`src/sv/assert_macros.svh`:
```
// Assertion macros shared by the RTL of the signed integer ALU.
// Expects clk and arst_n in the scope where a macro is used.
`ifndef ASSERT_MACROS_SVH
`define ASSERT_MACROS_SVH

// Check a property on every rising clock edge outside of reset.
`define ASSERT_CLK(label, prop, msg) \
	label: assert property (@(posedge clk) disable iff (!arst_n) (prop)) else $error(msg);

// Check that an expression is never true outside of reset.
`define ASSERT_NEVER(label, expr, msg) \
	`ASSERT_CLK(label, !(expr), msg)

`endif

```
`src/sv/sia_pkg.sv`:
```
`timescale 1ns / 1ps
// Package of the signed integer ALU: opcodes, field widths and the
// command word from controller to datapath. No dependencies.
package sia_pkg;

	localparam int RESULT_WIDTH  = 32;
	localparam int OPERAND_WIDTH = 32;

	typedef enum logic [1:0] {
		OP_ADD = 2'd0,
		OP_SUB = 2'd1,
		OP_MUL = 2'd2,
		OP_DIV = 2'd3
	} op_t;

	typedef struct packed {
		logic load;
		logic step;
		logic finish;
	} dp_cmd_t;

endpackage

```
`src/sv/sia_dp.sv`:
```
`timescale 1ns / 1ps
// Datapath of the signed integer ALU: operand registers, shift-add multiply,
// restoring divide, sign fixup and result register. Depends on sia_pkg.
module sia_dp import sia_pkg::*; #(
	parameter int WORD_WIDTH = 32
) (
	input  logic                            clk,
	input  logic [1:0]                      opcode,
	input  logic signed [OPERAND_WIDTH-1:0] operand_a,
	input  logic signed [OPERAND_WIDTH-1:0] operand_b,
	input  dp_cmd_t                         cmd,
	output logic signed [RESULT_WIDTH-1:0]  result
);

	localparam logic [WORD_WIDTH-1:0] WONE = WORD_WIDTH'(1);

	logic signed [WORD_WIDTH-1:0] a_w, b_w;
	logic [WORD_WIDTH-1:0]        a_u, b_u, mag_a, mag_b;
	logic [WORD_WIDTH-1:0]        acc_q, x_q, y_q;
	logic                         neg_q, bzero_q;
	op_t                          op_q;
	logic [RESULT_WIDTH-1:0]      result_q;
	logic [WORD_WIDTH:0]          rem_sh, diff;
	logic [WORD_WIDTH-1:0]        quot;

	assign a_w   = WORD_WIDTH'(operand_a);
	assign b_w   = WORD_WIDTH'(operand_b);
	assign a_u   = a_w;
	assign b_u   = b_w;
	assign mag_a = a_u[WORD_WIDTH-1] ? (~a_u + WONE) : a_u;
	assign mag_b = b_u[WORD_WIDTH-1] ? (~b_u + WONE) : b_u;

	assign rem_sh = {acc_q, x_q[WORD_WIDTH-1]};
	assign diff   = rem_sh - {1'b0, y_q};
	assign quot   = bzero_q ? '0 : (neg_q ? (~x_q + WONE) : x_q);

	always_ff @(posedge clk) begin
		if (cmd.load) begin
			op_q    <= op_t'(opcode);
			neg_q   <= a_u[WORD_WIDTH-1] ^ b_u[WORD_WIDTH-1];
			bzero_q <= (b_u == '0);
			case (op_t'(opcode))
				OP_ADD: begin
					acc_q <= a_u + b_u;
					x_q   <= a_u;
					y_q   <= b_u;
				end
				OP_SUB: begin
					acc_q <= a_u - b_u;
					x_q   <= a_u;
					y_q   <= b_u;
				end
				OP_MUL: begin
					acc_q <= '0;
					x_q   <= a_u;
					y_q   <= b_u;
				end
				default: begin
					acc_q <= '0;
					x_q   <= mag_a;
					y_q   <= mag_b;
				end
			endcase
		end else if (cmd.step) begin
			if (op_q == OP_MUL) begin
				acc_q <= acc_q + (y_q[0] ? x_q : '0);
				x_q   <= {x_q[WORD_WIDTH-2:0], 1'b0};
				y_q   <= {1'b0, y_q[WORD_WIDTH-1:1]};
			end else if (!diff[WORD_WIDTH]) begin
				acc_q <= diff[WORD_WIDTH-1:0];
				x_q   <= {x_q[WORD_WIDTH-2:0], 1'b1};
			end else begin
				acc_q <= rem_sh[WORD_WIDTH-1:0];
				x_q   <= {x_q[WORD_WIDTH-2:0], 1'b0};
			end
		end
		if (cmd.finish) begin
			if (op_q == OP_DIV) begin
				result_q <= RESULT_WIDTH'(quot);
			end else begin
				result_q <= RESULT_WIDTH'(acc_q);
			end
		end
	end

	assign result = result_q;

endmodule

```
`src/sv/sia_ctrl.sv`:
```
`timescale 1ns / 1ps
// Controller of the signed integer ALU: state machine, step counter and
// output valid flag. Depends on sia_pkg and assert_macros.svh.
`include "assert_macros.svh"
module sia_ctrl import sia_pkg::*; #(
	parameter int WORD_WIDTH = 32
) (
	input  logic       clk,
	input  logic       arst_n,
	input  logic       in_valid,
	output logic       in_ready,
	input  logic [1:0] opcode,
	output logic       out_valid,
	input  logic       out_ready,
	output dp_cmd_t    cmd
);

	localparam int CW = $clog2(WORD_WIDTH);

	typedef enum logic [1:0] {
		S_IDLE,
		S_BUSY,
		S_FIX
	} state_t;

	state_t         state_q;
	logic [CW-1:0]  cnt_q;
	logic           out_valid_q;
	logic           iterative;

	assign iterative  = (op_t'(opcode) == OP_MUL) || (op_t'(opcode) == OP_DIV);
	assign in_ready   = (state_q == S_IDLE);
	assign cmd.load   = in_valid && in_ready;
	assign cmd.step   = (state_q == S_BUSY);
	assign cmd.finish = (state_q == S_FIX) && (!out_valid_q || out_ready);
	assign out_valid  = out_valid_q;

	always_ff @(posedge clk or negedge arst_n) begin
		if (!arst_n) begin
			state_q     <= S_IDLE;
			cnt_q       <= '0;
			out_valid_q <= 1'b0;
		end else begin
			if (cmd.finish) begin
				out_valid_q <= 1'b1;
			end else if (out_ready) begin
				out_valid_q <= 1'b0;
			end
			case (state_q)
				S_IDLE: begin
					if (cmd.load) begin
						cnt_q   <= CW'(WORD_WIDTH - 1);
						state_q <= iterative ? S_BUSY : S_FIX;
					end
				end
				S_BUSY: begin
					cnt_q <= cnt_q - CW'(1);
					if (cnt_q == '0) begin
						state_q <= S_FIX;
					end
				end
				S_FIX: begin
					if (cmd.finish) begin
						state_q <= S_IDLE;
					end
				end
				default: begin
					state_q <= S_IDLE;
				end
			endcase
		end
	end

	`ASSERT_CLK(a_finish_free, cmd.finish |-> (!out_valid_q || out_ready), "result overwritten")
	`ASSERT_CLK(a_busy_end, (state_q == S_BUSY && cnt_q == '0) |=> (state_q == S_FIX), "step overrun")
	`ASSERT_NEVER(a_cmd_excl, cmd.load && (cmd.step || cmd.finish), "load during operation")

endmodule

```
`src/sv/signed_integer_alu_core.sv`:
```
`timescale 1ns / 1ps
// Top level of the signed integer ALU: add, subtract, multiply, divide.
// Depends on sia_pkg, sia_ctrl and sia_dp.
//
//   channel  handshake              word
//   input    in_valid / in_ready    opcode, operand_a, operand_b
//   output   out_valid / out_ready  result
//
// Add and subtract: a word passes the fixup state into the output register.
// Multiply and divide: a word passes the busy state, where the radix-2 shift loop
// does one bit per cycle, then the fixup state into the output register.
// One word is in flight at a time; the next word is taken once the result
// has moved into the output register, even while that register waits.
// A stalled output holds the finished word in the fixup state.
// Reset clears controller state only; no clearing pass.
module signed_integer_alu_core import sia_pkg::*; #(
	parameter int WORD_WIDTH = 32
) (
	input  logic                            clk,
	input  logic                            arst_n,
	input  logic                            in_valid,
	output logic                            in_ready,
	input  logic [1:0]                      opcode,
	input  logic signed [OPERAND_WIDTH-1:0] operand_a,
	input  logic signed [OPERAND_WIDTH-1:0] operand_b,
	output logic                            out_valid,
	input  logic                            out_ready,
	output logic signed [RESULT_WIDTH-1:0]  result
);

	dp_cmd_t cmd;

	sia_ctrl #(
		.WORD_WIDTH(WORD_WIDTH)
	) u_ctrl (
		.clk      (clk),
		.arst_n   (arst_n),
		.in_valid (in_valid),
		.in_ready (in_ready),
		.opcode   (opcode),
		.out_valid(out_valid),
		.out_ready(out_ready),
		.cmd      (cmd)
	);

	sia_dp #(
		.WORD_WIDTH(WORD_WIDTH)
	) u_dp (
		.clk      (clk),
		.opcode   (opcode),
		.operand_a(operand_a),
		.operand_b(operand_b),
		.cmd      (cmd),
		.result   (result)
	);

endmodule

```
`config.mk`:
```
export PLATFORM = sky130hd
export DESIGN_NAME = signed_integer_alu_core
export DESIGN_NICKNAME = d
export VERILOG_FILES = /design/src/sv/sia_pkg.sv /design/src/sv/sia_dp.sv /design/src/sv/sia_ctrl.sv /design/src/sv/signed_integer_alu_core.sv
export VERILOG_INCLUDE_DIRS = /design/src /design/src/sv
export SDC_FILE = /design/constraint.sdc
export NUM_CORES = 1
export LEC_CHECK = 0
export BUFFER_PORTS_ARGS = -buffer_cell sky130_fd_sc_hd__buf_2
export CORE_UTILIZATION = 40
export DETAILED_ROUTE_END_ITERATION = 7
export PLACE_DENSITY_LB_ADDON = 0.08
export SLEW_MARGIN = 15
export SYNTH_ARGS = -nofsm -noshare
export SYNTH_HDL_FRONTEND = slang
export SYNTH_SLANG_ARGS = --single-unit
```
`constraint.sdc`:
```
create_clock -name clk -period 3.6 [get_ports clk]
set_clock_uncertainty 0.2 [all_clocks]
set_input_delay 0.72 -clock clk [delete_from_list [all_inputs] [get_ports clk]]
set_output_delay 0.72 -clock clk [all_outputs]
set_load 0.02 [all_outputs]
```
# Word level (Yosys, flattened, before mapping)
# Cells that the tools add are included.
# totals
register_bits	140
inputBits	70
out_inout_bits	34
elab_cells	78
# op_classes
addsub	8
eq_ne	10
n_mux	29
n_bitwise	4
reduce_logical	17
# op_table
cell	n
$mux 32	17
$add 32x1->32 const B	3
$not 32->32	3
$add 32x32->32	2
$pmux 32 s2	1
$sub 33x32->33	1
$logic_not 32->1	1
$sub 32x32->32	1
$eq 2x2->1 const B	5
$pmux 5 s2	1
$mux 2	4
$reduce_bool 2->1	4
$pmux 2 s3	1
$logic_not 5->1	1
$mux 5	1
$sub 5x1->5 const B	1
$eq 2x1->1 const B	2
$logic_not 2->1	2
$mux 1	4
$ne 2x2->1 const B	2
$reduce_and 2->1	2
$reduce_and 3->1	1
$reduce_or 3->1	1
$logic_and 1x1->1	2
4 further kinds	5

# Depth between registers and ports, before layout
# depth
word_depth	5
mapped_depth	20
depth_no_buf	20

# Modules after synthesis
# From an unflattened synthesis, not the netlist that was laid out.
# hier_totals
hier_cells	1632
hier_area_um2	13849.5
# modules_own_cells
module	n_inst	cells_each	area_per_inst_um2	seq_area_each_um2
sia_dp	1	1589	13422.9	3963.8
sia_ctrl	1	43	426.7	200.2

# Worst setup path after synthesis
# No wires, ideal clock.
# synth_path
kind	input -> register
startpoint	in operand_b[1]
endpoint	reg u_dp.acc_q[26] (data pin)
setup_time_ps	266
t_arrival_ps	4747
required_time_ps	3134
path_slack_ps	-1613
stages	19
path_buffers	1
path_cell_list	inv_1 > ha_1 > or3b_2 > nor4b_1 > nor3b_1 > and2_1 > nor2_1 > xnor2_1 > ha_1 > clkbuf_1 > nand4_1 > nor3_1 > or3b_2 > o2111ai_1 > a41oi_1 > xor2_1 > nor2_1 > a31oi_1 > o211ai_1
# synth_via
elab_chain_cells	3
word_cells_on_any_way	4
cone_classes	add/sub (2); mux (2)
# synth_lines
item	line_no	source
start, declared	signed_integer_alu_core.sv:25	input logic signed [OPERAND_WIDTH-1:0] operand_b,
$sub 32x32->32 or $add 32x32->32 (tied branches)	sia_dp.sv:49, sia_dp.sv:44	
$pmux 32 s2 *	sia_dp.sv:42	case (op_t'(opcode))
$mux 32 *	sia_dp.sv:38	if (cmd.load) begin
end signal, assigned	sia_dp.sv:44	acc_q <= a_u + b_u;
end signal, assigned	sia_dp.sv:49	acc_q <= a_u - b_u;
end signal, assigned	sia_dp.sv:66	acc_q <= acc_q + (y_q[0] ? x_q : '0);
end, declared	sia_dp.sv:19	logic [WORD_WIDTH-1:0] acc_q, x_q, y_q;
# Mark *: on every way between the ends. The rest lies on a longest branch, timed or not.
# A chain may end at the register's enable or synchronous reset.

# Worst setup path after layout
# Ends and elaborated chain as after synthesis.

==> results.md <==
Pwr:
- For this design the ratio of total power to cell area is ~960 nW/um2.
- Overall power consumption after layout is estimated at between 15000 and 20000 uW.
- The leakage power is 0.008454 uW.
- The peak supply drop is 0.4549 mV.

Synthesis:
- The synthesized netlist devotes between 10% and 20% of its cell area to XOR and XNOR gates.
- The fraction of the mapped netlist area in adder cells is around a tenth.
- The async set-or-reset flop fraction in the synthesized netlist is ~5.7%.
- The share of synthesized area in the top cell type comes to 28.28%.
- Synthesis inferred 140 register bits.
- The cell taking the most area after synthesis is edfxtp_1.
- The cell count after synthesis is around 1700.
- The prevailing post-synth register cell is edfxtp_1.
- In the post-synthesis netlist, the biggest area contributors are edfxtp_1 28%, ha_1 9.0%, o21ai_0 6.6%, xnor2_1 6.2%, xor2_1 6.1%.
- The summed instance area of the synthesized netlist is between 10000 and 15000 um2.
- The number of flops mapped to enable cells by yosys is around 130.
- The synthesized netlist devotes roughly a fifth of its cell area to simple gates.
- Of the synthesized area, sequential elements account for approximately 30%.
- In the synthesized netlist, mux cells make up 2.375% of the area.
- The synthesized netlist net count is ~1900.
- By area, the combinational part of the netlist is dominated by compound AO/OA/AOI/OAI gates.
- Yosys mapped the design onto 72 distinct sky130hd cell types.
- The mean cell area of the mapped netlist is between 8 and 9 um2.
- The share of the synthesized area in compound gates (AO/OA/AOI/OAI) is a little under a quarter.
- During synthesis, Yosys emitted a total of 0 warnings.

GRT:
- The via count of the first global-routing pass is ~14000.
- The first-pass GRT wire length is about 80000 um.
- The initial antenna violation count is 1.
- The total overflow left after global routing is 0.
- Global routing used slightly below 30% of the available tracks.
- The pin count of the biggest net entering global routing is 55.

Finish:
- The post-route standard cell area excluding fillers is between 15000 and 20000 um2.
- The library cells used most frequently in the layout, excluding fill and tap cells, are 349 x buf_4, 212 x nand2_1, 157 x o21ai_0.
- The repair_antennas step left the layout with diodes totalling 0.
- The share of cells above drive strength 1 is between 20% and 30%.
- From synthesis to final layout, the design area changed by 36.46%.
- The final layout contains approximately 2300 nets.
- The number of filler cells placed in the layout is between 3000 and 4000.
- The most common cell after layout, fill and taps aside is buf_4.

Placed design:
- The weighted congestion at the end of routability-driven global placement is between 0.9 and 1.
- The post-placement setup slack is -1.421 ns.
- The HPWL reported at the end of detailed placement is approximately 42000 um.
- The placed cell area is 17670 um2.
- Port buffering added between 100 and 150 buffers.

Die:
- The initial core utilization is roughly two fifths.
- From left edge to right edge, the die measures between 150 and 200 um.
- The die covers roughly 36000 um2.
- During I/O placement, the number of pins put on the boundary was between 100 and 150.
- The die height is 189.2 um.
- In this run the core area contains 68 standard-cell rows.
- The core outline area is about 35000 um2.

STA:
- The post-route clock period utilization is 122.5%.
- Counting I/O delays and the setup requirement, the final critical path takes 4.411 ns.
- Setup violations remaining at the end of the flow were counted as 25.
- The upper clock frequency limit is 0.2267 GHz.
- The number of endpoints with negative hold slack in the final report is 0.
- The worst pin sits at a relative slew slack of a little under 40%.
- The slew at the pin closest to its max-slew limit is roughly 0.92 ns.
- The final max-slew violation count is 0.
- The final setup slack of the worst path is -0.8105 ns.
- Setup repair after global routing could not meet its margin everywhere.

Setup path:
- The setup path with the least slack is of type primary input to register.
- The worst setup path is launched from a primary input.
- The largest fanout on the critical path is 3.
- The sort of element at the end of the critical path is a register.
- In this run the critical register-to-register path is launched from u_dp.y_q[0].
- Tracing the worst setup path back leads to its startpoint at operand_b[1].
- Data on the critical path arrives at its endpoint at approximately 4.4 ns.
- Data on the critical path is required at its endpoint by 3.58 ns.

Detailed routing:
- The number of routed nets with antenna violations is 0.
- After detailed routing, the number of vias per cell comes to 5.540.
- In this run, the number of DRC markers left after iteration 0 of detailed routing was approximately 1200.
- The routed wire length per instance is ~20 um.
- The number of detailed-route iterations in the first pass is 5.
- The via count is between 10000 and 15000.
- After detailed routing, the number of remaining DRC violations is 0.
- The total length of routed wires is around 52000 um.

Clocking:
- The clock net in this run drives a total of 140 sinks.
- After clock tree synthesis, the clock-pin slew on the worst setup and hold paths is 0.07 ns.
- In this run the clock root is driven by a clkbuf_16.
- No sink is reached through more buffers than the 2 on the longest clock path.
- TritonCTS built the clock tree.
- The TritonCTS buffer count is 17.
- The clock network latency to the later pin of the worst-skew pair is between 0.4 and 0.5 ns.
- The H-tree generated during clock tree synthesis spans 4 levels.

Status:
- The final reports fail on negative setup slack.
- The run finished, with violations left.

Hold path:
- The min-delay analysis places its worst path in the category primary input to register.
- In this run the most critical hold path is launched from out_ready.

Flow run:
- The count of maximum capacitance violations is 0.
worst paths after layout:
kind / endpoint / slack (ns) / depth (start not counted)
min reg2reg: u_ctrl.cnt_q[0] / 0.31 / 1
max in group asynchronous: u_ctrl.cnt_q[0] / 2.59 / 2
min in group asynchronous: u_ctrl.out_valid / 0.44 / 2
max: u_dp.acc_q[26] / -0.81 / 21
min: u_ctrl.out_valid / 0.28 / 2
max reg2reg: u_dp.acc_q[26] / -0.31 / 13
what timing repair did:
action | CTS | global route
pin swaps | 71 | 64
setup endpoints to repair | 36 | 36
cloned | 0 | 0
hold buffers | 1 | 0
buffers inserted | 29 | 17
resized for setup | 85 | 66
endpoints found under the hold margin | 8 | 0
logic make-up (layout without fill, tap and decap cells):
group	count (synthesis)	after routing
simple gates	586	586
compound gates	509	509
xor+xnor	197	197
flops	140	140
buf+inv	137	576
fa+ha+maj	104	104
mux	33	33
power by group:
part           internal [uW]  switching (uW)  leakage, uW  total (uW)
logic                   5700            7080      0.00682       12800
registers               3020             670      0.00135        3690
clock network           1090             771     0.000282        1860
total                   9800            8520      0.00845       18300
critical path: stages:
cell and delay [ns]:
buf_12 0.11, inv_12 0.04, ha_4 0.11, or3b_4 0.39, nor4b_4 0.24, buf_4 0.17
nor3b_4 0.20, buf_4 0.14, buf_6 0.09, nor2_4 0.03, xnor2_1 0.14, ha_1 0.32
nand4_1 0.12, nor3_2 0.19, or3b_4 0.42, o2111ai_4 0.24, a41oi_2 0.17, xor2_1 0.18
nor2_1 0.08, a31oi_1 0.18, o211ai_1 0.10
final cells by class:
cell class | instances | area (um2) | area share [%]
clock buffers | 18 | 429.2 | 2.244
clock inverters | 14 | 170.2 | 0.8897
inverters | 65 | 261.5 | 1.367
multi-input cells | 1429 | 10020 | 52.41
flip-flops and latches | 140 | 4164 | 21.77
well taps | 455 | 569.3 | 2.977
repair buffers | 479 | 3507 | 18.34
sequential cells by signal, summed over array words and instances, names as in the netlist:
register          flops
u_ctrl.cnt_q          5
u_ctrl.out_valid      1
u_ctrl.state_q        2
u_dp.acc_q           32
u_dp.bzero_q          1
u_dp.neg_q            1
u_dp.op_q             2
u_dp.result          32
u_dp.x_q             32
u_dp.y_q             32
through the flow:
stage,cells,TNS [ns],hold slack (ns),utilization (%)
after floorplan,1706,-13.80,0.2244,-
after global placement,2537,-27.73,0.2891,51.16
after detailed placement,2537,-29.24,0.2922,51.16
after CTS,2598,-13.11,0.2580,54.62
after global routing,2600,-17.10,0.2772,55.37
final,2600,-13.01,0.2812,55.37
cell usage after synthesis, drive strengths merged (6+ instances only):
cell type and instances:
a211o 7, nor4 14, nand4 14, a22oi 20, xor2 98, a21o 42
o41ai 8, a31oi 17, inv 64, o21bai 11, or2 6, a21oi 101
or4 12, nor2 125, nand2 223, ha 101, o211ai 18, clkbuf 68
nand3 29, a211oi 16, o31ai 16, edfxtp 132, o21ai 189, dfrtp 8
and2 42, nor3 45, o21a 17, mux2i 31, and3 13, nand2b 17
or3 11, nor2b 15, xnor2 99
per-layer routing:
metal | vias to the layer above | global-route usage, % | routed length (um)
met5 | - | 0 | 0
li1 | 7067 | - | -
met3 | 33 | 3.744 | 3462
met2 | 419 | 43.20 | 21790
met1 | 6884 | 44.46 | 25840
met4 | 0 | 5.831 | 679
Note: power is estimated with default switching activity, not from simulation.
